$ cat src/rtl/clps_pkg.sv
package clps_pkg;

   // Fixed field widths
   localparam int OP_W   = 3;
   localparam int PIDX_W = 13;
   localparam int CFG_W  = 13;
   localparam int NUM_W  = 16;
   localparam int HDR_W  = 2 * NUM_W;

   // Working page numbers: wide enough for any store depth plus the look-ahead of three
   localparam int PAGE_W = 17;

   localparam int unsigned MAX_PAGES_DEF = 4096;

   localparam logic [CFG_W-1:0] NUM_PAGES_RST = CFG_W'(4096);
   localparam logic [NUM_W-1:0] ERASED_NUM    = '1;
   localparam logic [HDR_W-1:0] ERASED_HDR    = '1;

   // Operation codes
   localparam logic [OP_W-1:0] OP_LOAD      = 3'd0;
   localparam logic [OP_W-1:0] OP_LAST_PAGE = 3'd1;
   localparam logic [OP_W-1:0] OP_LAST_MSG  = 3'd2;
   localparam logic [OP_W-1:0] OP_MSG_COUNT = 3'd3;
   localparam logic [OP_W-1:0] OP_MSG_PAGE  = 3'd4;

   // Sequencer to header store
   typedef struct packed {
      logic              wr_en;
      logic [PAGE_W-1:0] wr_page;
      logic [HDR_W-1:0]  wr_data;
      logic              rd_en;
      logic [PAGE_W-1:0] rd_page;
   } store_cmd_type;

endpackage

$ cat src/rtl/clps_seq.sv
module clps_seq #(
   parameter int unsigned MAX_PAGES = clps_pkg::MAX_PAGES_DEF
) (
   input  logic                         clock,
   input  logic                         reset,
   input  logic [clps_pkg::CFG_W-1:0]   num_pages,
   input  logic                         req_valid,
   output logic                         req_ready,
   input  logic [clps_pkg::OP_W-1:0]    req_operation,
   input  logic [clps_pkg::PIDX_W-1:0]  req_page_index,
   input  logic [clps_pkg::NUM_W-1:0]   req_file_number,
   input  logic [clps_pkg::NUM_W-1:0]   req_file_page,
   input  logic [clps_pkg::NUM_W-1:0]   req_msg_number,
   output logic                         rsp_valid,
   input  logic                         rsp_ready,
   output logic [clps_pkg::NUM_W-1:0]   rsp_answer,
   output clps_pkg::store_cmd_type      cmd,
   input  logic [clps_pkg::HDR_W-1:0]   rd_data,
   input  logic                         store_busy
);
   import clps_pkg::*;

   typedef enum logic [3:0] {
      S_IDLE, S_LOAD, S_H1_RD, S_H1_WT, S_LOOP_RD, S_LOOP_WT, S_LPF_WT,
      S_LAST_RD, S_LAST_WT, S_FIRST_RD, S_FIRST_WT, S_NLAST_RD, S_NLAST_WT,
      S_MTOP_WT, S_MBOT_RD, S_MBOT_WT
   } state_type;

   // Searching, or holding the answer until the output register is free
   typedef enum logic {
      Q_RUN, Q_RESULT
   } phase_type;

   state_type         state_ff;
   phase_type         phase_ff;
   logic [OP_W-1:0]   op_ff;
   logic [PIDX_W-1:0] pidx_ff;
   logic [NUM_W-1:0]  fnum_ff;
   logic [NUM_W-1:0]  fpg_ff;
   logic [NUM_W-1:0]  msg_ff;
   logic [PAGE_W-1:0] n_ff;
   logic [PAGE_W-1:0] top_ff;
   logic [PAGE_W-1:0] bot_ff;
   logic [PAGE_W-1:0] look_ff;
   logic [PAGE_W-1:0] lp_ff;
   logic [HDR_W-1:0]  bkey_ff;
   logic [NUM_W-1:0]  num1_ff;
   logic [NUM_W-1:0]  last_ff;
   logic [NUM_W-1:0]  ans_ff;
   logic              msg_mode_ff;
   logic              oob_ff;
   logic              rsp_valid_ff;
   logic [NUM_W-1:0]  rsp_answer_ff;

   logic [PAGE_W-1:0] np_w;
   logic [PAGE_W-1:0] n_w;
   logic [PAGE_W:0]   sum_w;
   logic [PAGE_W-1:0] look_w;
   logic              step_go;
   logic [HDR_W-1:0]  hdr_w;
   logic [NUM_W-1:0]  num_w;
   logic [HDR_W-1:0]  key_w;
   logic [PAGE_W-1:0] lp_w;
   logic [HDR_W-1:0]  target_w;
   logic [NUM_W-1:0]  first_w;
   logic              load_ok;

   // Effective page count: zero acts as one, clamp to store depth
   assign np_w = PAGE_W'(num_pages);
   always_comb begin
      if (num_pages == '0) begin
         n_w = PAGE_W'(1);
      end else if (np_w > PAGE_W'(MAX_PAGES)) begin
         n_w = PAGE_W'(MAX_PAGES);
      end else begin
         n_w = np_w;
      end
   end

   // Bisection step
   assign sum_w   = {1'b0, top_ff} + {1'b0, bot_ff};
   assign look_w  = sum_w[PAGE_W:1];
   assign step_go = {1'b0, top_ff} > ({1'b0, bot_ff} + (PAGE_W + 1)'(1));

   // Returned header; pages outside the log read as erased
   assign hdr_w    = oob_ff ? ERASED_HDR : rd_data;
   assign num_w    = hdr_w[HDR_W-1:NUM_W];
   assign key_w    = (num_w == ERASED_NUM) ? '0 : hdr_w;
   assign lp_w     = (key_w > bkey_ff) ? top_ff : bot_ff;
   assign target_w = {msg_ff, ERASED_NUM};
   assign first_w  = (num_w > last_ff) ? num1_ff : num_w;
   assign load_ok  = (pidx_ff != '0) && (PAGE_W'(pidx_ff) <= PAGE_W'(MAX_PAGES));

   // Store commands
   always_comb begin
      cmd         = '0;
      cmd.wr_page = PAGE_W'(pidx_ff);
      cmd.wr_data = {fnum_ff, fpg_ff};
      if (phase_ff == Q_RUN) begin
         case (state_ff)
            S_LOAD: cmd.wr_en = load_ok;
            S_H1_RD: begin
               cmd.rd_en   = 1'b1;
               cmd.rd_page = PAGE_W'(1);
            end
            S_LOOP_RD: begin
               cmd.rd_en   = 1'b1;
               cmd.rd_page = step_go ? look_w : top_ff;
            end
            S_LAST_RD: begin
               cmd.rd_en   = 1'b1;
               cmd.rd_page = lp_ff;
            end
            S_FIRST_RD: begin
               cmd.rd_en   = 1'b1;
               cmd.rd_page = lp_ff + PAGE_W'(3);
            end
            S_NLAST_RD: begin
               cmd.rd_en   = 1'b1;
               cmd.rd_page = n_ff;
            end
            S_MBOT_RD: begin
               cmd.rd_en   = 1'b1;
               cmd.rd_page = bot_ff;
            end
            default: cmd.rd_en = 1'b0;
         endcase
      end
   end

   assign req_ready  = (phase_ff == Q_RUN) && (state_ff == S_IDLE) && !store_busy;
   assign rsp_valid  = rsp_valid_ff;
   assign rsp_answer = rsp_answer_ff;

   // Sequencer
   always_ff @(posedge clock) begin
      if (reset) begin
         state_ff     <= S_IDLE;
         phase_ff     <= Q_RUN;
         rsp_valid_ff <= 1'b0;
      end else begin
         oob_ff <= (cmd.rd_page == '0) || (cmd.rd_page > n_ff);

         if (phase_ff == Q_RESULT) begin
            // Output register free or being emptied
            if (!rsp_valid_ff || rsp_ready) begin
               rsp_valid_ff  <= 1'b1;
               rsp_answer_ff <= ans_ff;
               phase_ff      <= Q_RUN;
               state_ff      <= S_IDLE;
            end
         end else begin
            // Output register emptied
            if (rsp_valid_ff && rsp_ready) begin
               rsp_valid_ff <= 1'b0;
            end
            case (state_ff)
               S_IDLE: begin
                  if (req_valid && req_ready) begin
                     op_ff   <= req_operation;
                     pidx_ff <= req_page_index;
                     fnum_ff <= req_file_number;
                     fpg_ff  <= req_file_page;
                     msg_ff  <= req_msg_number;
                     n_ff    <= n_w;
                     ans_ff  <= '0;
                     case (req_operation)
                        OP_LOAD:      state_ff <= S_LOAD;
                        OP_LAST_PAGE,
                        OP_LAST_MSG,
                        OP_MSG_COUNT,
                        OP_MSG_PAGE:  state_ff <= S_H1_RD;
                        default:      phase_ff <= Q_RESULT;
                     endcase
                  end
               end
               S_LOAD: phase_ff <= Q_RESULT;
               S_H1_RD: state_ff <= S_H1_WT;
               S_H1_WT: begin
                  // page 1 key starts unclamped
                  num1_ff     <= num_w;
                  bkey_ff     <= hdr_w;
                  bot_ff      <= PAGE_W'(1);
                  top_ff      <= n_ff;
                  msg_mode_ff <= 1'b0;
                  state_ff    <= S_LOOP_RD;
               end
               S_LOOP_RD: begin
                  if (step_go) begin
                     look_ff  <= look_w;
                     state_ff <= S_LOOP_WT;
                  end else begin
                     state_ff <= msg_mode_ff ? S_MTOP_WT : S_LPF_WT;
                  end
               end
               S_LOOP_WT: begin
                  if (!msg_mode_ff) begin
                     if (key_w < bkey_ff) begin
                        top_ff <= look_ff;
                     end else begin
                        bot_ff  <= look_ff;
                        bkey_ff <= key_w;
                     end
                  end else if (key_w > target_w) begin
                     top_ff <= look_ff;
                  end else begin
                     bot_ff <= look_ff;
                  end
                  state_ff <= S_LOOP_RD;
               end
               S_LPF_WT: begin
                  lp_ff <= lp_w;
                  case (op_ff)
                     OP_LAST_PAGE: begin
                        ans_ff   <= lp_w[NUM_W-1:0];
                        phase_ff <= Q_RESULT;
                     end
                     OP_LAST_MSG: state_ff <= S_LAST_RD;
                     OP_MSG_COUNT: begin
                        if (lp_w == PAGE_W'(1) || num1_ff == ERASED_NUM) begin
                           phase_ff <= Q_RESULT;
                        end else begin
                           state_ff <= S_LAST_RD;
                        end
                     end
                     OP_MSG_PAGE: state_ff <= S_NLAST_RD;
                     default: phase_ff <= Q_RESULT;
                  endcase
               end
               S_LAST_RD: state_ff <= S_LAST_WT;
               S_LAST_WT: begin
                  if (op_ff == OP_LAST_MSG) begin
                     ans_ff   <= num_w;
                     phase_ff <= Q_RESULT;
                  end else begin
                     last_ff  <= num_w;
                     state_ff <= S_FIRST_RD;
                  end
               end
               S_FIRST_RD: state_ff <= S_FIRST_WT;
               S_FIRST_WT: begin
                  // count wraps at 16 bits
                  ans_ff   <= last_ff - first_w + NUM_W'(1);
                  phase_ff <= Q_RESULT;
               end
               S_NLAST_RD: state_ff <= S_NLAST_WT;
               S_NLAST_WT: begin
                  // log wrapped and message older than page 1: search the tail
                  if (num_w != ERASED_NUM && num1_ff > msg_ff) begin
                     bot_ff <= lp_ff;
                     top_ff <= n_ff;
                  end else begin
                     bot_ff <= PAGE_W'(1);
                     top_ff <= lp_ff;
                  end
                  msg_mode_ff <= 1'b1;
                  state_ff    <= S_LOOP_RD;
               end
               S_MTOP_WT: begin
                  if (num_w == msg_ff) begin
                     ans_ff   <= top_ff[NUM_W-1:0];
                     phase_ff <= Q_RESULT;
                  end else begin
                     state_ff <= S_MBOT_RD;
                  end
               end
               S_MBOT_RD: state_ff <= S_MBOT_WT;
               S_MBOT_WT: begin
                  ans_ff   <= (num_w == msg_ff) ? bot_ff[NUM_W-1:0] : ERASED_NUM;
                  phase_ff <= Q_RESULT;
               end
               default: state_ff <= S_IDLE;
            endcase
         end
      end
   end

endmodule

$ cat config.mk
export PLATFORM = sky130hd
export DESIGN_NAME = clps_seq
export DESIGN_NICKNAME = d
export VERILOG_FILES = /design/src/rtl/clps_pkg.sv /design/src/rtl/clps_seq.sv
export SDC_FILE = /design/constraint.sdc
export NUM_CORES = 1
export LEC_CHECK = 0
export BUFFER_PORTS_ARGS = -buffer_cell sky130_fd_sc_hd__buf_2
export CAP_MARGIN = 5
export CORE_MARGIN = 2
export CORE_UTILIZATION = 30
export CTS_BUF_LIST = sky130_fd_sc_hd__clkbuf_8
export CTS_CLUSTER_SIZE = 24
export DETAILED_ROUTE_END_ITERATION = 6
export PLACE_DENSITY = 0.58
export SLEW_MARGIN = 20
export SYNTH_ARGS = -nofsm -noshare
export SYNTH_HDL_FRONTEND = slang
export SYNTH_SLANG_ARGS = --single-unit
$ cat constraint.sdc
create_clock -name clock -period 7.8 [get_ports clock]
set_input_delay 0.39 -clock clock [delete_from_list [all_inputs] [get_ports clock]]
set_output_delay 0.39 -clock clock [all_outputs]
set_load 0.03 [all_outputs]
* After elaboration in Yosys (flattened, before gate mapping) *
Cells that the tools add are included.

storage, ports and cells
  bits in registers = 253

cells by class
  add/sub/neg operators = 5
  magnitude comparators = 9
  eq/ne operators = 45
  mux-type cells = 54
  bitwise gates (word level) = 3
  reductions and logical operators = 42

operator list
  kind                                                               count
  17-bit two-way mux                                                 10
  32-bit two-way mux                                                 4
  17-bit case mux with 3 select lines                                2
  17-bit case mux with 6 select lines                                1
  16-bit two-way mux                                                 6
  16-bit case mux with 6 select lines                                1
  32-bit greater-than comparator                                     2
  32-bit case mux with 2 select lines                                1
  4-bit case mux with 11 select lines                                1
  16-bit == test (second input constant)                             2
  4-bit == test (second input constant)                              8
  16-bit greater-than comparator                                     2
  32-bit less-than comparator                                        1
  4-bit two-way mux                                                  8
  17-bit by 1-bit adder with 18-bit output (second input constant)   1
  17-bit by 17-bit adder with 18-bit output                          1
  17-bit by 18-bit greater-than comparator with 1-bit output         1
  18-bit two-way mux                                                 1
  3-bit != test (second input constant)                              6
  17-bit by 2-bit adder with 17-bit output (second input constant)   1
  17-bit by 1-bit == test with 1-bit output (second input constant)  1
  17-bit greater-than comparator                                     1
  17-bit logical NOT                                                 1
  16-bit by 1-bit adder with 16-bit output (second input constant)   1
  other kinds (46)                                                   94

* Depth between registers and ports, before layout *
Gate-level depths: netlist (run 1).

  depth in word-level cells = 11
  mapped depth = 30
  mapped depth without buffers = 26

* Least setup slack after synthesis (run 1) *
OpenSTA, ideal clock, no wires.

  path kind = flip-flop to flip-flop
  from = register state_ff[0]
  to = register fnum_ff[0], enable pin
  library setup time = 0.513 ns
  arrival = 5.063 ns
  data required time = 7.287 ns
  path slack = 2.224 ns
  cell stages (with the launch flop) = 8
  buffers on the path = 2
  clock period less this slack = 5.576 ns
  path through = dfxtp_1 > clkbuf_1 > clkbuf_1 > nor2_1 > nand2_1 > nor3_1 > nand2_1 > nor2_1

on the way
  word-level cells in the longest chain between the ends = 5

RTL lines
  what                                  RTL line         RTL
  start, declared                       clps_seq.sv:34   state_type state_ff;
  start signal, assigned                clps_seq.sv:193  state_ff <= msg_mode_ff ? S_MTOP_WT : S_LPF_WT;
  4-bit logical NOT                     clps_seq.sv:131  assign req_ready = (phase_ff == Q_RUN) && (state_ff == S_IDLE) && !store_busy;
  1-bit logical AND (2 in series)       clps_seq.sv:131
  named net req_ready                   clps_seq.sv:8    output logic req_ready,
  1-bit logical AND                     clps_seq.sv:159  if (req_valid && req_ready) begin
  4-bit AND reduction (no source line)  n/a
  end signal, assigned                  clps_seq.sv:162  fnum_ff <= req_file_number;
  end, declared                         clps_seq.sv:38   logic [NUM_W-1:0] fnum_ff;

The timed path passes the listed nets, and every way through them passes these cells.
A chain may end at the register's enable or synchronous reset.

* Worst setup path in the final report (run 1) *
  from = register oob_ff
  to = register ans_ff[15] (data pin)

on the way
  word-level cells in the longest chain between the ends = 7
  elaborated cells between the ends (all ways) = 14

RTL lines
  what                                                                    RTL line         RTL
  start, declared                                                         clps_seq.sv:51   logic oob_ff;
  start signal, assigned                                                  clps_seq.sv:142  oob_ff <= (cmd.rd_page == '0) || (cmd.rd_page > n_ff);
  32-bit two-way mux (*)                                                  clps_seq.sv:86   assign hdr_w = oob_ff ? ERASED_HDR : rd_data;
  named net hdr_w[17]                                                     clps_seq.sv:60   logic [HDR_W-1:0] hdr_w;
  branches (longest 5 deep; another with 16-bit greater-than comparator)  n/a
  16-bit case mux with 6 select lines (*)                                 clps_seq.sv:157  case (state_ff)
  end signal, assigned                                                    clps_seq.sv:215  ans_ff <= lp_w[NUM_W-1:0];
  end signal, assigned                                                    clps_seq.sv:233  ans_ff <= num_w;
  end signal, assigned                                                    clps_seq.sv:243  ans_ff <= last_ff - first_w + NUM_W'(1);
  end, declared                                                           clps_seq.sv:49   logic [NUM_W-1:0] ans_ff;

Mark *: on every way through the listed nets, which the timed path passes. The select of a mux whose other input is x is not followed.

==> run_results.csv, run 1 <==
group,metric,value,unit
placed_design,dp_hpwl,39500,um
sta,maxSlewViolCount,0,
critical_path,cpPeakStageDelay,0.53,ns
route,drt_iter0_drc,1221,
sta,hold-worst-slack,0.0522,ns
critical_path,r2r_cells,27,
sta,finalSetupViolCount,0,
critical_path,critPathKind,"register to register",
synthesis,synthMuxAreaShare,2.94,%
floorplan,core_area,52700,um^2
route,wl_per_cell,21.0,um
synthesis,synth_cells,1560,
critical_path,worstPathArrival,6.91,ns
floorplan,fp-row-count,84,
route,ant_nets,0,
clocking,cts_tree,"built",
route,drcViolationCount,0,
clocking,clk_path_buf_depth,3,
critical_path,crit_end,"ans_ff[15]",
placed_design,io_buffer_count,195,
route,vias,13700,
finish,diodes,0,
critical_path,cp-start-kind,"register",
finish,final_nets,2113,
floorplan,die_h,235,um
route,dr.pass1.iters,6,
critical_path,rrSetupSlack,1.24,ns
route,finalWirelength,54000,um
sta,worst_slew_pin_slew,1.11,ns
synthesis,syn-cell-area,16000,um^2
finish,areaGrowthSynthToFinish,21.4,%
worst_hold_path,hold_class,"primary input to register",
sta,fin_crit_sh,84.1,%
clocking,ctsResizeCount,0,
run,maxCapViolCount,0,
sta,fin_worst_skew,0.0351,ns
clocking,cts.sinks,249,
pwr,p_leak,7.99,nW
clocking,cts_root_buf,"clkbuf_8",
sta,final-hold-violation-count,0,
sta,timing.slew.headroom,25.9,%
critical_path,path_buf_inv,4,
finish,drive_gt1_share,17.1,%
sta,fin_tns_setup,0,ns
synthesis,synth_top_family_by_area,"compound AO/OA/AOI/OAI gates",
synthesis,ys.warnings.count,0,
finish,final_core_util,37.0,%
synthesis,yosysSeqAreaShare,46.3,%
sta,setup_slack,1.24,ns
pwr,total_power,3.65,mW
clocking,htreeDepth,2,
global_route,grt_max_degree,78,
synthesis,yosysUniqueCellTypes,76,
finish,final_area,19500,um^2
critical_path,r2r-end,"ans_ff[15]",
global_route,overflow,0,
synthesis,synth_ff_type,"edfxtp_1",
critical_path,timing.rr.start,"oob_ff",
clocking,clk_latency,0.63,ns
sta,fmaxAchievable,153,MHz
critical_path,slowest_stage,"nand2_1",
floorplan,die-area,55300,um^2
global_route,grt_pass1_vias,13900,
critical_path,cp_num_cells,27,
critical_path,cp-end-kind,"register",
sta,grt_setup_unrepaired,"false",
synthesis,syn_area_per_cell,10.3,um^2
sta,finalCriticalPeriod,6.56,ns
synthesis,synth_compound_area_share,16.2,%
synthesis,synth_fa_ha_area_share,12.5,%
synthesis,synth_edf_count,243,
pwr,power_density,188,nW/um^2
clocking,path_clk_slew,0.06,ns
critical_path,cp-startpoint,"oob_ff",
global_route,antenna_found_initial,1,
critical_path,cp_data_required_time,8.15,ns
synthesis,synth-seq-cells,249,
critical_path,cp_max_fo,38,
clocking,cts_made_buffers,47,
placed_design,place.gp.congestion,0.973,
status,outcome,"finished, final reports clean",
placed_design,dpl-instance-area,17900,um^2
global_route,grt_pass1_wl,81800,um
finish,fin_cells,2563,
placed_design,placed_cells,2414,
placed_design,dp_slack,1.38,ns
synthesis,synth_xor_xnor_area_share,3.50,%
critical_path,crit_family,"compound AO/OA/AOI/OAI gates",
synthesis,synth-simple-area-share,14.1,%
synthesis,async_reset_ff_share,0,%
pwr,ir_worst_vdd,0.120,mV
global_route,grt_use_total,19.0,%
floorplan,initial_core_util,30.4,%
floorplan,ios,200,
floorplan,die_w,235,um
route,vias_per_cell,5.36,
flip-flops by register name, summed over array words and instances (netlist names), 4 cells and up:
name	count
top_ff	17
n_ff	13
pidx_ff	13
bkey_ff	32
fpg_ff	16
msg_ff	16
ans_ff	16
state_ff	4
look_ff	17
fnum_ff	16
lp_ff	17
last_ff	16
num1_ff	16
bot_ff	17
rsp_answer	16
cells in the final DEF (no fill, tap or decap), types with 49 or more instances in the layout:
cell type,instances
nor2_1,153
inv_1,133
clkbuf_8,49
dlygate4sd3_1,65
a21oi_1,84
o21ai_0,97
nand2_1,108
edfxtp_1,243
buf_2,195
ha_1,157
worst min-delay path, delay by kind of cell:
family,cells,cell delay [ns]
and+or+nand+nor,1,0.07
AOI/OAI and AO/OA,1,0.03
buffers and inverters,1,0.07
cell usage after synthesis, types with 16 or more instances:
cell type,instances,area [um^2]
a22oi_1,36,270
a21oi_1,84,420
nand3_1,32,160
xor2_1,27,236
ha_1,157,1960
clkbuf_1,46,173
edfxtp_1,243,7300
a22o_1,23,201
nor4_1,16,100
mux2i_1,28,280
inv_1,122,458
nor2_1,156,586
nand2_1,108,405
o21ai_0,97,485
nor3_1,37,185
xnor2_1,37,324
nand4_1,37,231
nor2b_1,31,194
a21o_1,26,195
power by group:
part	internal, mW	switching (mW)	total, mW
combinational	0.279	0.463	0.742
clock	0.713	0.603	1.32
sequential	1.54	0.0586	1.59
total	2.53	1.13	3.65
how the worst min path moves through the flow:
stage	startpoint	endpoint	slack, ns	depth (start not counted)
floorplan	ans_ff[0]	rsp_answer[0]	0.40	0
global placement	ans_ff[8]	rsp_answer[8]	0.41	0
detailed placement	ans_ff[6]	rsp_answer[6]	0.41	0
CTS	num_pages[0]	n_ff[0]	0.02	3
global route	num_pages[0]	n_ff[0]	0.05	3
finish	num_pages[0]	n_ff[0]	0.05	3
final cells by class:
cell class,instances,area [um^2]
fill,5273,33200
tap,688,861
timing repair buffer,287,1830
clock inverter,35,249
sequential,249,7420
inverter,123,462
clock buffer,49,674
multi-input combinational,1132,7970
metal layers:
| metal | wire (um) | up-vias | GRT usage, % |
|---|---|---|---|
| met1 | 22800 | 6616 | 24.8 |
| li1 | - | 6379 | - |
| met2 | 25400 | 635 | 31.7 |
| met3 | 4170 | 110 | 3.68 |
| met4 | 1470 | 2 | 5.83 |
| met5 | 13 | - | 0 |
cell families (layout without fill, tap and decap cells):
kind of cell / Yosys count / after routing
multiplexers: 45 / 45
adder cells (fa/ha/maj): 159 / 159
other: 1 / 4
XOR/XNOR: 64 / 64
flip-flops: 249 / 249
AND/OR/NAND/NOR: 470 / 470
AO/OA/AOI/OAI: 390 / 390
buffers and inverters: 182 / 494
what timing repair did:
item,in CTS,in global routing
hold buffers,65,0
hold endpoints to repair,65,0
setup buffers,0,0
(Power assumes the default switching activity.)
==> run 2: changes to the inputs <==
- clock period: 7.8 -> 6.6 ns (I/O delays scaled with it)
==> run_results.csv, run 2 (synthesis results as in run 1) <==
group,metric,value,unit
critical_path,slowest_stage,"a21oi_2",
finish,layout_commonest_cell,"edfxtp_1",
route,drt_iter0_drc,1111,
pwr,power.internal,3.15,mW
finish,final_area,19700,um^2
critical_path,rrSetupSlack,0.57,ns
sta,timing.slew.headroom,24.0,%
route,ant_nets,0,
pwr,p_leak,8.10,nW
global_route,grt_pass1_vias,13700,
sta,fmaxAchievable,166,MHz
critical_path,worstPathArrival,6.36,ns
placed_design,placed_cells,2424,
worst_hold_path,min_from,"num_pages[6]",
floorplan,ios,200,
pwr,power_frac_clock,38.1,%
sta,fin_crit_sh,91.3,%
sta,final-hold-violation-count,0,
critical_path,cp_max_fo,11,
pwr,swShare,29.6,%
global_route,antenna_found_initial,1,
critical_path,cpPeakStageDelay,0.63,ns
critical_path,timing.rr.start,"bot_ff[1]",
critical_path,r2r-end,"oob_ff",
clocking,clk_path_buf_depth,3,
finish,areaGrowthSynthToFinish,22.9,%
floorplan,initial_core_util,30.4,%
clocking,clk_latency,0.61,ns
sta,hold-worst-slack,0.0460,ns
pwr,power_density,227,nW/um^2
route,vias,13700,
route,vias_per_cell,5.33,
sta,grt_setup_unrepaired,"false",
critical_path,critPathKind,"register to register",
clocking,path_clk_slew,0.06,ns
pwr,ir_worst_vdd,0.156,mV
sta,finalSetupViolCount,0,
global_route,overflow,0,
placed_design,io_buffer_count,195,
finish,largest_register_ffs,32,
placed_design,dp_slack,0.550,ns
pwr,total_power,4.48,mW
sta,maxSlewViolCount,0,
floorplan,die-area,55300,um^2
floorplan,fp-row-count,84,
placed_design,dp_hpwl,39900,um
route,wl_per_cell,20.9,um
worst_hold_path,min_path_cells,2,
sta,fin_worst_skew,0.0162,ns
run,maxCapViolCount,0,
worst_hold_path,hold_class,"primary input to register",
floorplan,die_w,235,um
global_route,grt_use_total,19.0,%
global_route,grt_max_degree,41,
pwr,p_comb_share,19.9,%
floorplan,core_area,52700,um^2
critical_path,crit_chain,"ha_1, nand2_1, nor3_1, xnor2_1, ha_1, nand4_1, nor2_1, a21boi_0, o21ai_0, a21oi_2, mux2i_1, o22ai_1, ha_1, nor2b_1, o21a_1, o21a_1, o21a_1, o21a_1, o21bai_1, a21oi_1, o31ai_1, or4b_1, a21o_1",
clocking,cts_root_buf,"clkbuf_8",
critical_path,cp_common_cell,"o21a_1",
status,outcome,"finished, final reports clean",
route,finalWirelength,53800,um
critical_path,cp-start-kind,"register",
finish,drive_gt1_share,17.6,%
clocking,cts.sinks,249,
critical_path,path_buf_inv,0,
critical_path,cp_data_required_time,6.94,ns
sta,setup_slack,0.573,ns
worst_hold_path,holdPathEnd,"n_ff[6]",
clocking,cts_tree,"built",
route,dr.pass1.iters,6,
clocking,htreeDepth,2,
finish,fin_cells,2579,
critical_path,crit_family,"compound AO/OA/AOI/OAI gates",
route,drcViolationCount,0,
critical_path,cp-end-kind,"register",
finish,final_nets,2128,
sta,worst_slew_pin_slew,1.14,ns
finish,layout_common_cells,"edfxtp_1 (243), buf_2 (195), ha_1 (157)",
placed_design,place.gp.congestion,0.982,
sta,fin_tns_setup,0,ns
floorplan,die_h,235,um
pwr,p_switching,1.33,mW
finish,final_core_util,37.4,%
pwr,pwr-share-seq,42.1,%
clocking,cts_made_buffers,47,
sta,finalCriticalPeriod,6.03,ns
placed_design,dpl-instance-area,18000,um^2
finish,largest_register,"bkey_ff",
critical_path,r2r_cells,23,
global_route,grt_pass1_wl,81600,um
clocking,post_cts_buffers,0,
[run 2: changes by cell type in the layout (fill, tap and decap cells not counted), moves of 2 or more]
| cell | before | now |
|---|---|---|
| dlygate4sd3_1 | 65 | 70 |
| clkinv_2 | 10 | 8 |
| bufinv_16 | 4 | 8 |
| buf_4 | 27 | 37 |
| inv_1 | 133 | 130 |
[run 2: metal layers]
layer	track usage (%)	routed length, um
met3	4.02	3880
met2	31.1	25000
met5	0	0
met4	8.02	2230
met1	24.3	22800
[run 2: worst max path at each step]
stage | start | end | depth (start not counted)
3_3_place_gp | oob_ff | ans_ff[15] | 24
3_5_place_dp | oob_ff | ans_ff[15] | 22
5_1_grt | oob_ff | ans_ff[15] | 24
4_1_cts | oob_ff | ans_ff[15] | 22
6_report | bot_ff[1] | oob_ff | 23
2_1_floorplan | state_ff[0] | fnum_ff[0] | 7
[run 2: what timing repair did]
action,4_1_cts,5_1_grt
endpoints found under the setup margin,0,1
hold buffers,70,0
gates resized for setup,0,1
hold endpoints to repair,70,0
[run 2: area by class of cell]
| class | instances | area (um^2) |
|---|---|---|
| flip-flops and latches | 249 | 7420 |
| repair buffers | 302 | 1950 |
| inverters | 123 | 462 |
| well taps | 688 | 861 |
| diodes | 1 | 2.50 |
| fillers | 5166 | 33000 |
| clock buffers | 49 | 674 |
| multi-input cells | 1132 | 7970 |
| clock inverters | 35 | 352 |
[run 2: power groups by stage]
stage                     sequential [mW]  combinational, mW  clock (mW)
final                                1.88              0.890        1.70
after global routing                 1.89              0.979        1.80
after CTS                            1.88              0.882        1.75
after detailed placement             1.92              0.844           0
after global placement               1.91              0.832           0
after floorplan                      1.92              0.543           0
